--- config.mk ---
export PLATFORM = sky130hd
export DESIGN_NAME = pid_gaze_servo_tracker_flat
export DESIGN_NICKNAME = d
export VERILOG_FILES = /design/src/rtl/pgst_pkg.sv /design/src/rtl/pgst_in_if.sv /design/src/rtl/pgst_out_if.sv /design/src/rtl/pgst_ctrl.sv /design/src/rtl/pgst_dp.sv /design/src/rtl/pid_gaze_servo_tracker.sv /design/src/flat_wrapper.sv
export SDC_FILE = /design/constraint.sdc
export NUM_CORES = 2
export LEC_CHECK = 0
export ABC_AREA = 1
export BUFFER_PORTS_ARGS = -buffer_cell sky130_fd_sc_hd__buf_2
export CORE_UTILIZATION = 30
export DETAILED_ROUTE_END_ITERATION = 16
export PLACE_DENSITY = 0.45
export REMOVE_ABC_BUFFERS = 1
export SLEW_MARGIN = 5
export SYNTH_ARGS = -nofsm -noshare
export SYNTH_HDL_FRONTEND = slang
export SYNTH_SLANG_ARGS = --single-unit
--- constraint.sdc ---
create_clock -name i_clk -period 9.7 [get_ports i_clk]
set_clock_uncertainty 0.05 [all_clocks]
set_input_delay 1.455 -clock i_clk [delete_from_list [all_inputs] [get_ports i_clk]]
set_output_delay 1.455 -clock i_clk [all_outputs]
set_load 0.01 [all_outputs]
--- src/rtl/pgst_pkg.sv ---
// Package for the PID gaze servo tracker: widths, reset values, register
// indexes, controller states and controller-to-datapath command types.
// No dependencies.
`default_nettype none

package pgst_pkg;

    localparam int ImageWidth  = 640;
    localparam int ImageHeight = 480;

    localparam int GainW    = 16;
    localparam int ServoW   = 12;
    localparam int CfgIdxW  = 3;
    localparam int CfgDataW = 16;
    localparam int ErrW     = 12;
    localparam int OffW     = 24;
    localparam int IntegW   = 32;
    localparam int DiffW    = 25;
    localparam int MulAW    = 33;
    localparam int MulBW    = 17;
    localparam int ProdW    = MulAW + MulBW;
    localparam int TotW     = ProdW + 1;
    localparam int FracW    = 24;
    localparam int PosW     = TotW - FracW;

    localparam logic [ErrW-1:0] XCentre = ErrW'(ImageWidth / 2);
    localparam logic [ErrW-1:0] YCentre = ErrW'(ImageHeight / 2);

    localparam logic [GainW-1:0]  GainPropRst  = 16'd3277;
    localparam logic [GainW-1:0]  GainIntegRst = 16'd66;
    localparam logic [GainW-1:0]  GainDerivRst = 16'd655;
    localparam logic [GainW-1:0]  ScaleRst     = 16'd256;
    localparam logic [ServoW-1:0] ServoLowRst  = 12'd1000;
    localparam logic [ServoW-1:0] ServoHighRst = 12'd2000;
    localparam logic [ServoW-1:0] ServoCtrRst  = 12'd1500;

    typedef enum logic [CfgIdxW-1:0] {
        CFG_GAIN_PROP    = 3'd0,
        CFG_GAIN_INTEG   = 3'd1,
        CFG_GAIN_DERIV   = 3'd2,
        CFG_X_SCALE      = 3'd3,
        CFG_Y_SCALE      = 3'd4,
        CFG_SERVO_LOW    = 3'd5,
        CFG_SERVO_HIGH   = 3'd6,
        CFG_SERVO_CENTRE = 3'd7
    } t_cfg_idx;

    typedef enum logic [2:0] {
        ST_IDLE,
        ST_OFF,
        ST_INTEG,
        ST_MP,
        ST_MI,
        ST_MD,
        ST_SUM,
        ST_FIN
    } t_state;

    typedef enum logic [1:0] {
        MUL_OFF,
        MUL_P,
        MUL_I,
        MUL_D
    } t_mul_op;

    typedef enum logic [1:0] {
        ACC_HOLD,
        ACC_LOAD,
        ACC_ADD,
        ACC_SUB
    } t_acc_op;

    typedef struct packed {
        logic    load_in;
        logic    mul_en;
        t_mul_op mul_op;
        logic    integ_en;
        t_acc_op acc_op;
        logic    fin_en;
    } t_dp_cmd;

    typedef struct packed {
        logic out_free;
    } t_dp_status;

endpackage

`default_nettype wire

--- src/rtl/pgst_in_if.sv ---
// Input channel of the PID gaze servo tracker: valid/ready and one update
// request (axis, match position, template size). No dependencies.
`default_nettype none

interface pgst_in_if;
    logic       valid;
    logic       ready;
    logic [1:0] axis_sel;
    logic [9:0] match_pos;
    logic [8:0] tmpl_size;

    modport source (output valid, output axis_sel, output match_pos, output tmpl_size,
                    input ready);
    modport sink   (input valid, input axis_sel, input match_pos, input tmpl_size,
                    output ready);
endinterface

`default_nettype wire

--- src/rtl/pgst_out_if.sv ---
// Output channel of the PID gaze servo tracker: valid/ready and one servo
// command (axis, position, clamp flag). No dependencies.
`default_nettype none

interface pgst_out_if;
    logic        valid;
    logic        ready;
    logic [1:0]  axis_out;
    logic [11:0] servo_pos;
    logic        clamped;

    modport source (output valid, output axis_out, output servo_pos, output clamped,
                    input ready);
    modport sink   (input valid, input axis_out, input servo_pos, input clamped,
                    output ready);
endinterface

`default_nettype wire

--- src/rtl/pgst_ctrl.sv ---
// Controller of the PID gaze servo tracker: sequences one update through
// the shared multiplier and accumulator. Depends on pgst_pkg.
`default_nettype none

module pgst_ctrl import pgst_pkg::*; (
    input  wire logic       i_clk,
    input  wire logic       i_rst_n,
    input  wire logic       i_in_valid,
    output logic            o_in_ready,
    input  wire t_dp_status i_status,
    output t_dp_cmd         o_cmd
);

    t_state r_state;
    t_state n_state;

    always_ff @(posedge i_clk) begin
        if (!i_rst_n) begin
            r_state <= ST_IDLE;
        end else begin
            r_state <= n_state;
        end
    end

    always_comb begin
        n_state      = r_state;
        o_in_ready   = 1'b0;
        o_cmd        = '0;
        o_cmd.mul_op = MUL_OFF;
        o_cmd.acc_op = ACC_HOLD;
        case (r_state)
            ST_IDLE: begin
                o_in_ready = 1'b1;
                if (i_in_valid) begin
                    o_cmd.load_in = 1'b1;
                    n_state       = ST_OFF;
                end
            end
            ST_OFF: begin
                o_cmd.mul_en = 1'b1;
                o_cmd.mul_op = MUL_OFF;
                n_state      = ST_INTEG;
            end
            ST_INTEG: begin
                o_cmd.integ_en = 1'b1;
                n_state        = ST_MP;
            end
            ST_MP: begin
                o_cmd.mul_en = 1'b1;
                o_cmd.mul_op = MUL_P;
                n_state      = ST_MI;
            end
            ST_MI: begin
                o_cmd.mul_en = 1'b1;
                o_cmd.mul_op = MUL_I;
                o_cmd.acc_op = ACC_LOAD;
                n_state      = ST_MD;
            end
            ST_MD: begin
                o_cmd.mul_en = 1'b1;
                o_cmd.mul_op = MUL_D;
                o_cmd.acc_op = ACC_ADD;
                n_state      = ST_SUM;
            end
            ST_SUM: begin
                o_cmd.acc_op = ACC_SUB;
                n_state      = ST_FIN;
            end
            ST_FIN: begin
                if (i_status.out_free) begin
                    o_cmd.fin_en = 1'b1;
                    n_state      = ST_IDLE;
                end
            end
            default: begin
                n_state = ST_IDLE;
            end
        endcase
    end

endmodule

`default_nettype wire

--- src/rtl/pgst_dp.sv ---
// Datapath of the PID gaze servo tracker: configuration registers, per-axis
// state, shared multiplier, accumulator, clamp and output register.
// Depends on pgst_pkg.
`default_nettype none

module pgst_dp import pgst_pkg::*; (
    input  wire logic                i_clk,
    input  wire logic                i_rst_n,
    input  wire logic                i_cfg_we,
    input  wire logic [CfgIdxW-1:0]  i_cfg_idx,
    input  wire logic [CfgDataW-1:0] i_cfg_data,
    input  wire logic [1:0]          i_axis_sel,
    input  wire logic [9:0]          i_match_pos,
    input  wire logic [8:0]          i_tmpl_size,
    input  wire t_dp_cmd             i_cmd,
    output t_dp_status               o_status,
    output logic                     o_out_valid,
    input  wire logic                i_out_ready,
    output logic [1:0]               o_axis_out,
    output logic [ServoW-1:0]        o_servo_pos,
    output logic                     o_clamped
);

    logic [GainW-1:0]  r_gain_prop;
    logic [GainW-1:0]  r_gain_integ;
    logic [GainW-1:0]  r_gain_deriv;
    logic [GainW-1:0]  r_x_scale;
    logic [GainW-1:0]  r_y_scale;
    logic [ServoW-1:0] r_servo_low;
    logic [ServoW-1:0] r_servo_high;

    logic [IntegW-1:0] r_integ_sum [4];
    logic [OffW-1:0]   r_prev_off  [4];
    logic [ServoW-1:0] r_servo_now [4];

    logic [1:0]        r_axis;
    logic [9:0]        r_pos;
    logic [7:0]        r_half;
    logic [ProdW-1:0]  r_prod;
    logic [OffW-1:0]   r_off;
    logic [IntegW-1:0] r_integ;
    logic [DiffW-1:0]  r_diff;
    logic [ProdW-1:0]  r_acc;
    logic [ProdW-1:0]  n_acc;

    logic              r_out_valid;
    logic [1:0]        r_out_axis;
    logic [ServoW-1:0] r_out_pos;
    logic              r_out_clamped;

    logic                     w_is_y;
    logic signed [ErrW-1:0]   w_err;
    logic signed [MulAW-1:0]  w_mul_a;
    logic signed [MulBW-1:0]  w_mul_b;
    logic signed [ProdW-1:0]  w_mul_p;
    logic                     w_off_ovf;
    logic [OffW-1:0]          w_off;
    logic [IntegW-1:0]        w_integ_old;
    logic [IntegW:0]          w_isum;
    logic [IntegW-1:0]        w_integ;
    logic [DiffW-1:0]         w_diff;
    logic signed [TotW-1:0]   w_base;
    logic signed [TotW-1:0]   w_acc_ext;
    logic signed [TotW-1:0]   w_tot;
    logic signed [TotW-1:0]   w_tot_adj;
    logic signed [PosW-1:0]   w_np;
    logic signed [PosW-1:0]   w_hi;
    logic signed [PosW-1:0]   w_lo;
    logic signed [PosW-1:0]   w_lim_hi;
    logic signed [PosW-1:0]   w_lim;
    logic                     w_clamped;

    always_ff @(posedge i_clk) begin
        if (!i_rst_n) begin
            r_gain_prop  <= GainPropRst;
            r_gain_integ <= GainIntegRst;
            r_gain_deriv <= GainDerivRst;
            r_x_scale    <= ScaleRst;
            r_y_scale    <= ScaleRst;
            r_servo_low  <= ServoLowRst;
            r_servo_high <= ServoHighRst;
        end else if (i_cfg_we) begin
            case (t_cfg_idx'(i_cfg_idx))
                CFG_GAIN_PROP:  r_gain_prop  <= i_cfg_data;
                CFG_GAIN_INTEG: r_gain_integ <= i_cfg_data;
                CFG_GAIN_DERIV: r_gain_deriv <= i_cfg_data;
                CFG_X_SCALE:    r_x_scale    <= i_cfg_data;
                CFG_Y_SCALE:    r_y_scale    <= i_cfg_data;
                CFG_SERVO_LOW:  r_servo_low  <= i_cfg_data[ServoW-1:0];
                CFG_SERVO_HIGH: r_servo_high <= i_cfg_data[ServoW-1:0];
                default: begin
                end
            endcase
        end
    end

    assign w_is_y = r_axis[0];

    always_comb begin
        w_err = $signed({2'b00, r_pos}) + $signed({4'b0000, r_half})
              - $signed(w_is_y ? YCentre : XCentre);
        case (i_cmd.mul_op)
            MUL_OFF: begin
                w_mul_a = MulAW'(w_err);
                w_mul_b = $signed({1'b0, (w_is_y ? r_y_scale : r_x_scale)});
            end
            MUL_P: begin
                w_mul_a = MulAW'($signed(r_off));
                w_mul_b = $signed({1'b0, r_gain_prop});
            end
            MUL_I: begin
                w_mul_a = MulAW'($signed(r_integ));
                w_mul_b = $signed({1'b0, r_gain_integ});
            end
            MUL_D: begin
                w_mul_a = MulAW'($signed(r_diff));
                w_mul_b = $signed({1'b0, r_gain_deriv});
            end
            default: begin
                w_mul_a = '0;
                w_mul_b = '0;
            end
        endcase
        w_mul_p = w_mul_a * w_mul_b;
    end

    always_comb begin
        w_off_ovf   = (r_prod[ProdW-1:OffW-1] != {(ProdW-OffW+1){r_prod[ProdW-1]}});
        if (w_off_ovf) begin
            w_off = r_prod[ProdW-1] ? {1'b1, {(OffW-1){1'b0}}} : {1'b0, {(OffW-1){1'b1}}};
        end else begin
            w_off = r_prod[OffW-1:0];
        end
        w_integ_old = r_integ_sum[r_axis];
        w_isum      = {w_integ_old[IntegW-1], w_integ_old}
                    + {{(IntegW-OffW+1){w_off[OffW-1]}}, w_off};
        if (w_isum[IntegW] != w_isum[IntegW-1]) begin
            w_integ = w_isum[IntegW] ? {1'b1, {(IntegW-1){1'b0}}}
                                     : {1'b0, {(IntegW-1){1'b1}}};
        end else begin
            w_integ = w_isum[IntegW-1:0];
        end
        w_diff = {w_off[OffW-1], w_off} - {r_prev_off[r_axis][OffW-1], r_prev_off[r_axis]};
    end

    always_comb begin
        case (i_cmd.acc_op)
            ACC_LOAD: n_acc = r_prod;
            ACC_ADD:  n_acc = r_acc + r_prod;
            ACC_SUB:  n_acc = r_acc - r_prod;
            default:  n_acc = r_acc;
        endcase
    end

    always_comb begin
        w_base    = $signed({{(TotW-ServoW-FracW){1'b0}}, r_servo_now[r_axis],
                             {FracW{1'b0}}});
        w_acc_ext = TotW'($signed(r_acc));
        w_tot     = w_is_y ? (w_base - w_acc_ext) : (w_base + w_acc_ext);
        w_tot_adj = w_tot + (w_tot[TotW-1] ? TotW'({FracW{1'b1}}) : TotW'(0));
        w_np      = w_tot_adj[TotW-1:FracW];
        w_hi      = $signed({{(PosW-ServoW){1'b0}}, r_servo_high});
        w_lo      = $signed({{(PosW-ServoW){1'b0}}, r_servo_low});
        w_lim_hi  = (w_np > w_hi) ? w_hi : w_np;
        w_lim     = (w_lim_hi < w_lo) ? w_lo : w_lim_hi;
        w_clamped = (w_lim != w_np);
    end

    always_ff @(posedge i_clk) begin
        if (i_cmd.load_in) begin
            r_axis <= i_axis_sel;
            r_pos  <= i_match_pos;
            r_half <= i_tmpl_size[8:1];
        end
        if (i_cmd.mul_en) begin
            r_prod <= w_mul_p;
        end
        if (i_cmd.integ_en) begin
            r_off   <= w_off;
            r_integ <= w_integ;
            r_diff  <= w_diff;
        end
        r_acc <= n_acc;
        if (i_cmd.fin_en) begin
            r_out_axis    <= r_axis;
            r_out_pos     <= w_lim[ServoW-1:0];
            r_out_clamped <= w_clamped;
        end
    end

    always_ff @(posedge i_clk) begin
        if (!i_rst_n) begin
            for (int i = 0; i < 4; i++) begin
                r_integ_sum[i] <= '0;
                r_prev_off[i]  <= '0;
                r_servo_now[i] <= ServoCtrRst;
            end
        end else if (i_cmd.fin_en) begin
            r_integ_sum[r_axis] <= r_integ;
            r_prev_off[r_axis]  <= r_off;
            r_servo_now[r_axis] <= w_lim[ServoW-1:0];
        end
    end

    always_ff @(posedge i_clk) begin
        if (!i_rst_n) begin
            r_out_valid <= 1'b0;
        end else if (i_cmd.fin_en) begin
            r_out_valid <= 1'b1;
        end else if (i_out_ready) begin
            r_out_valid <= 1'b0;
        end
    end

    assign o_status.out_free = !r_out_valid || i_out_ready;
    assign o_out_valid       = r_out_valid;
    assign o_axis_out        = r_out_axis;
    assign o_servo_pos       = r_out_pos;
    assign o_clamped         = r_out_clamped;

endmodule

`default_nettype wire

--- src/rtl/pid_gaze_servo_tracker.sv ---
// PID gaze servo tracker: per-axis PID update of four eye servos.
// One multiplier is shared by the offset, P, I and D products in sequence.
// A new request is taken only once the last update has been written to the
// output register; the output register frees the input while a result
// waits. Synchronous active-low reset restores the default registers,
// clears integrals and previous offsets, and centres all servos.
`default_nettype none

module pid_gaze_servo_tracker import pgst_pkg::*; (
    input  wire logic                i_clk,
    input  wire logic                i_rst_n,
    input  wire logic                i_cfg_we,
    input  wire logic [CfgIdxW-1:0]  i_cfg_idx,
    input  wire logic [CfgDataW-1:0] i_cfg_data,
    pgst_in_if.sink                  i_req,
    pgst_out_if.source               o_rsp
);

    t_dp_cmd    w_cmd;
    t_dp_status w_status;
    logic       w_in_ready;

    assign i_req.ready = w_in_ready;

    pgst_ctrl u_ctrl (
        .i_clk      (i_clk),
        .i_rst_n    (i_rst_n),
        .i_in_valid (i_req.valid),
        .o_in_ready (w_in_ready),
        .i_status   (w_status),
        .o_cmd      (w_cmd)
    );

    pgst_dp u_dp (
        .i_clk       (i_clk),
        .i_rst_n     (i_rst_n),
        .i_cfg_we    (i_cfg_we),
        .i_cfg_idx   (i_cfg_idx),
        .i_cfg_data  (i_cfg_data),
        .i_axis_sel  (i_req.axis_sel),
        .i_match_pos (i_req.match_pos),
        .i_tmpl_size (i_req.tmpl_size),
        .i_cmd       (w_cmd),
        .o_status    (w_status),
        .o_out_valid (o_rsp.valid),
        .i_out_ready (o_rsp.ready),
        .o_axis_out  (o_rsp.axis_out),
        .o_servo_pos (o_rsp.servo_pos),
        .o_clamped   (o_rsp.clamped)
    );

    a_fin_needs_slot: assert property (@(posedge i_clk) disable iff (!i_rst_n)
        w_cmd.fin_en |-> w_status.out_free)
        else $error("result written while output register still full");

    a_busy_after_transfer: assert property (@(posedge i_clk) disable iff (!i_rst_n)
        (i_req.valid && i_req.ready) |=> !i_req.ready)
        else $error("input ready right after a transfer");

    a_fin_shows_result: assert property (@(posedge i_clk) disable iff (!i_rst_n)
        w_cmd.fin_en |=> o_rsp.valid)
        else $error("finished update did not reach the output");

endmodule

`default_nettype wire
--- src/flat_wrapper.sv ---
// flat-port wrapper written by rule: the top's interface ports become plain ports
module pid_gaze_servo_tracker_flat import pgst_pkg::*;
  (i_clk, i_rst_n, i_cfg_we, i_cfg_idx, i_cfg_data, i_req_valid, i_req_axis_sel, i_req_match_pos, i_req_tmpl_size, i_req_ready, o_rsp_valid, o_rsp_axis_out, o_rsp_servo_pos, o_rsp_clamped, o_rsp_ready);
  pgst_in_if i_req_i ();
  pgst_out_if o_rsp_i ();
  input  wire logic i_clk;
  input  wire logic i_rst_n;
  input  wire logic i_cfg_we;
  input  wire logic [CfgIdxW-1:0] i_cfg_idx;
  input  wire logic [CfgDataW-1:0] i_cfg_data;
  input wire logic [$bits(i_req_i.valid)-1:0] i_req_valid;
  input wire logic [$bits(i_req_i.axis_sel)-1:0] i_req_axis_sel;
  input wire logic [$bits(i_req_i.match_pos)-1:0] i_req_match_pos;
  input wire logic [$bits(i_req_i.tmpl_size)-1:0] i_req_tmpl_size;
  output wire logic [$bits(i_req_i.ready)-1:0] i_req_ready;
  output wire logic [$bits(o_rsp_i.valid)-1:0] o_rsp_valid;
  output wire logic [$bits(o_rsp_i.axis_out)-1:0] o_rsp_axis_out;
  output wire logic [$bits(o_rsp_i.servo_pos)-1:0] o_rsp_servo_pos;
  output wire logic [$bits(o_rsp_i.clamped)-1:0] o_rsp_clamped;
  input wire logic [$bits(o_rsp_i.ready)-1:0] o_rsp_ready;
  assign i_req_i.valid = i_req_valid;
  assign i_req_i.axis_sel = i_req_axis_sel;
  assign i_req_i.match_pos = i_req_match_pos;
  assign i_req_i.tmpl_size = i_req_tmpl_size;
  assign i_req_ready = i_req_i.ready;
  assign o_rsp_valid = o_rsp_i.valid;
  assign o_rsp_axis_out = o_rsp_i.axis_out;
  assign o_rsp_servo_pos = o_rsp_i.servo_pos;
  assign o_rsp_clamped = o_rsp_i.clamped;
  assign o_rsp_i.ready = o_rsp_ready;
  pid_gaze_servo_tracker u_core (.i_clk(i_clk), .i_rst_n(i_rst_n), .i_cfg_we(i_cfg_we), .i_cfg_idx(i_cfg_idx), .i_cfg_data(i_cfg_data), .i_req(i_req_i), .o_rsp(o_rsp_i));
endmodule
==> results.txt <==
----------------------------------------------------
[Status]
  Run status ... finished, final reports clean

[Floorplan]
  Row count ... 158
  Width of the chip ... 434 um
  Effective utilization at floorplan ... 30.2%
  Die area ... 189000 um2
  I/O pin count ... 62
  Core box area ... 186000 um2
  DIE HEIGHT ... 434 um

[Critical path]
  Kind of critical path ... reg -> reg
  Cell with the largest stage delay on the worst path ... fa_1
  Crit path arrival time ... 9.49 ns
  Critical path's largest stage delay ... 0.61 ns
  Startpoint type of the worst setup path ... flip-flop
  Maximum fanout along the worst path ... 12
  Worst EP required ... 10.10 ns
  Sort of element at the end of the critical path ... flip-flop

[Synthesis]
  Most frequently used flop master after synthesis ... edfxtp_1
  Adder-cell share of the synthesized area ... 24.9%
  Number of synthesized flops with an enable pin ... 488
  Compound-cell area share of the yosys netlist ... 9.55%
  FF+latch count, synth ... 598
  Post-synthesis sequential area ratio ... 30.1%
  Post-synthesis instance area ... 56100 um2
  Largest family of logic cells by synthesized area ... adder cells
  YS warnings ... 0
  Asr flop ratio synth ... 0%
  Synthesized netlist cell count ... 7077
  Distinct cells, synth ... 63
  Leading cell types by total area after synthesis ... edfxtp_1 26%, fa_1 18%, nand2_1 10%
  Cell type with the largest total area after synthesis ... edfxtp_1
  Xor and xnor area share after synthesis ... 3.61%
  Average size of a mapped cell ... 7.92 um2
  Basic-gate share of the synthesized area counting and, or, nand and nor cells ... 21.5%
  Share of the synthesized area in the top cell type ... 26.1%
  Mux share of post-synthesis cell area ... 0.0714%

[Detailed routing]
  Total number of vias ... 47600
  Number of violations reported at the end of detailed-routing iteration 0 ... 3489
  Via-per-instance ratio ... 4.81
  DRC ... 0
  Router iterations before antenna repair ... 6
  Routed Wire Length ... 192000 um
  Antenna-violating nets left ... 0
  Wire length per cell after detailed routing ... 19.4 um

[Clock tree]
  Clock slew at reported path FFs ... 0.06 ns
  Clock buffer count from CTS ... 74
  Maximum number of buffers from clock root to sink ... 3
  Clock tree from TritonCTS ... built
  Hold Buf Count CTS ... 0
  Clock net sink count ... 598
  Root Driver ... clkbuf_16
  H-tree depth reported by CTS ... 3
  Clock insertion delay at the later pin of the skew report ... 0.71 ns

[Layout]
  Fill cells ... 19400
  Final instance count without filler cells ... 9893
  Final core utilization ... 34.8%
  Diodes inserted ... 0
  Fraction of final layout cells with drive strength greater than 1 ... 9.86%
  Total Nets Final ... 8214
  Area growth from synthesis to layout ... 15.3%
  Cell area after layout ... 64700 um2

[Global routing]
  Vias in the first global route ... 47900
  Global-route congestion overflow total ... 0
  Antenna violations before repair ... 4
  Total routing usage reported by global routing ... 20.6%
  Wire length of the first global-routing pass ... 294000 um
  Largest net degree at the start of global routing ... 95

[Place]
  Count of buffers inserted at the top-level ports ... 60
  Post-detailed-placement half-perimeter wirelength ... 148000 um
  Post-Place Worst Slack ... 0.0753 ns
  Dpl cell area ... 61800 um2
  Routability cong. ... 0.894
  Placed cell count ... 9751

[STA]
  Rel. slew slack ... 28.1%
  Count of endpoints failing hold in the final timing report ... 0
  Final Worst Setup Slack ... 0.610 ns
  Time the final worst path needs with I/O delays and setup ... 9.09 ns
  Unrepaired setup endpoints after global routing ... true
  Post-Route Setup TNS ... 0 ns
  Final hold slack ... 0.400 ns
  Worst-Margin Slew ... 1.08 ns
  Number of endpoints failing setup at the final stage ... 0
  Max Slew Vio Count ... 0
  Final worst path period share ... 93.7%
  Top achievable clock speed ... 0.110 GHz

[Power]
  Overall power ... 23.9 mW
  Leak pwr ... 29.4 nW
  Total power density per cell area ... 369 nW/um2
  Peak ir drop on the vdd network ... 0.000436 V

[Worst hold path]
  Worst min path class ... reg -> reg

[Flow run]
  Maxcap violations ... 0

----------------------------------------------------
cells in the mapped netlist (23+ instances only):
cell and count:
xnor2_1 83, nand3_1 208, dfxtp_1 110, edfxtp_1 488, nor2_2 25, nor3_1 111
a32o_1 23, inv_1 1255, o22ai_1 47, ha_1 316, nand4_1 60, nand2_1 1561
nor2_1 905, fa_1 500, o21ai_0 374, nand2_2 33, o211ai_1 41, a31oi_1 27
a21oi_1 300, xor2_1 148, clkbuf_1 209
cell families after synthesis:
| family | Yosys count |
|---|---|
| compound gates | 942 |
| xor+xnor | 231 |
| buf+inv | 1527 |
| flops | 598 |
| fa+ha+maj | 816 |
| simple gates | 2959 |
| mux | 4 |
flip-flops by register name, indices dropped and copies added (netlist names), 16 cells and up, named ones only:
signal,count
u_core.u_dp.r_integ_sum,128
u_core.u_dp.r_prev_off,96
u_core.u_dp.r_acc,50
u_core.u_dp.r_prod,50
u_core.u_dp.r_servo_now,48
u_core.u_dp.r_integ,32
u_core.u_dp.r_diff,25
u_core.u_dp.r_off,24
u_core.u_dp.r_gain_deriv,16
u_core.u_dp.r_gain_integ,16
u_core.u_dp.r_gain_prop,16
u_core.u_dp.r_x_scale,16
u_core.u_dp.r_y_scale,16
layer usage:
layer  vias to the layer above  track usage (%)  part of all wire [%]
li1                      22900                -                     -
met4                         0             4.93                   2.2
met5                         -                0                     0
met3                       178             2.13                   4.2
met2                       998             34.3                    47
met1                     23500             28.6                    47
power by group:
part	switching (mW)	internal [mW]
registers	0.316	3.79
logic	10.2	6.57
clock network	1.22	1.76
total	11.8	12.1
layout by cell type (no fill, tap or decap), drive strengths merged, types with 3 or more instances in the layout:
cell type,n
a32o,23
mux2i,4
nor4,10
xnor2,83
fa,500
o22ai,47
a211oi,11
clkbuf,88
nand4,61
o21ai,398
o31ai,7
a31oi,27
dfxtp,110
clkinvlp,6
a21o,13
nand3b,8
buf,444
edfxtp,488
inv,1271
a221oi,6
nand3,219
clkinv,42
nor2,932
o21bai,15
a21boi,15
ha,316
o221ai,3
a21oi,303
a32oi,11
o2111ai,4
or2,10
nor3,116
o21a,11
xor2,148
o211ai,41
nand2,1596
bufinv,12
worst max-delay path: cells and delay by family (launching register included):
family / cells / cell delay [ns]
compound gates: 11 / 1.65
xor+xnor: 1 / 0.15
fa+ha+maj: 9 / 4.37
buf+inv: 11 / 1.35
flops: 1 / 0.46
simple gates: 9 / 0.80
repair_timing:
| item | CTS | global route |
|---|---|---|
| endpoints found under the setup margin | 0 | 71 |
| buffers inserted | 0 | 6 |
| gates resized for setup | 0 | 56 |
worst paths after layout:
kind / slack (ns) / cells after the start / start / to
setup / recovery: 0.61 / 41 / u_core.u_dp.r_axis[0] / u_core.u_dp.r_prod[47]
hold / removal: 0.40 / 2 / u_core.u_dp.r_x_scale[11] / u_core.u_dp.r_x_scale[11]
setup reg to reg: 0.61 / 41 / u_core.u_dp.r_axis[0] / u_core.u_dp.r_prod[47]
hold reg to reg: 0.40 / 2 / u_core.u_dp.r_x_scale[11] / u_core.u_dp.r_x_scale[11]
final cells by class:
class | count | area (um2) | share of cell area [%]
clock buffer | 88 | 1920 | 2.98
clock inverter | 48 | 661 | 1.02
sequential | 598 | 16900 | 26.1
tap | 2480 | 3100 | 4.80
inverter | 1283 | 4830 | 7.47
timing repair buffer | 444 | 3490 | 5.40
multi-input combinational | 4952 | 33800 | 52.2
Power figures use the tool's default switching activity.
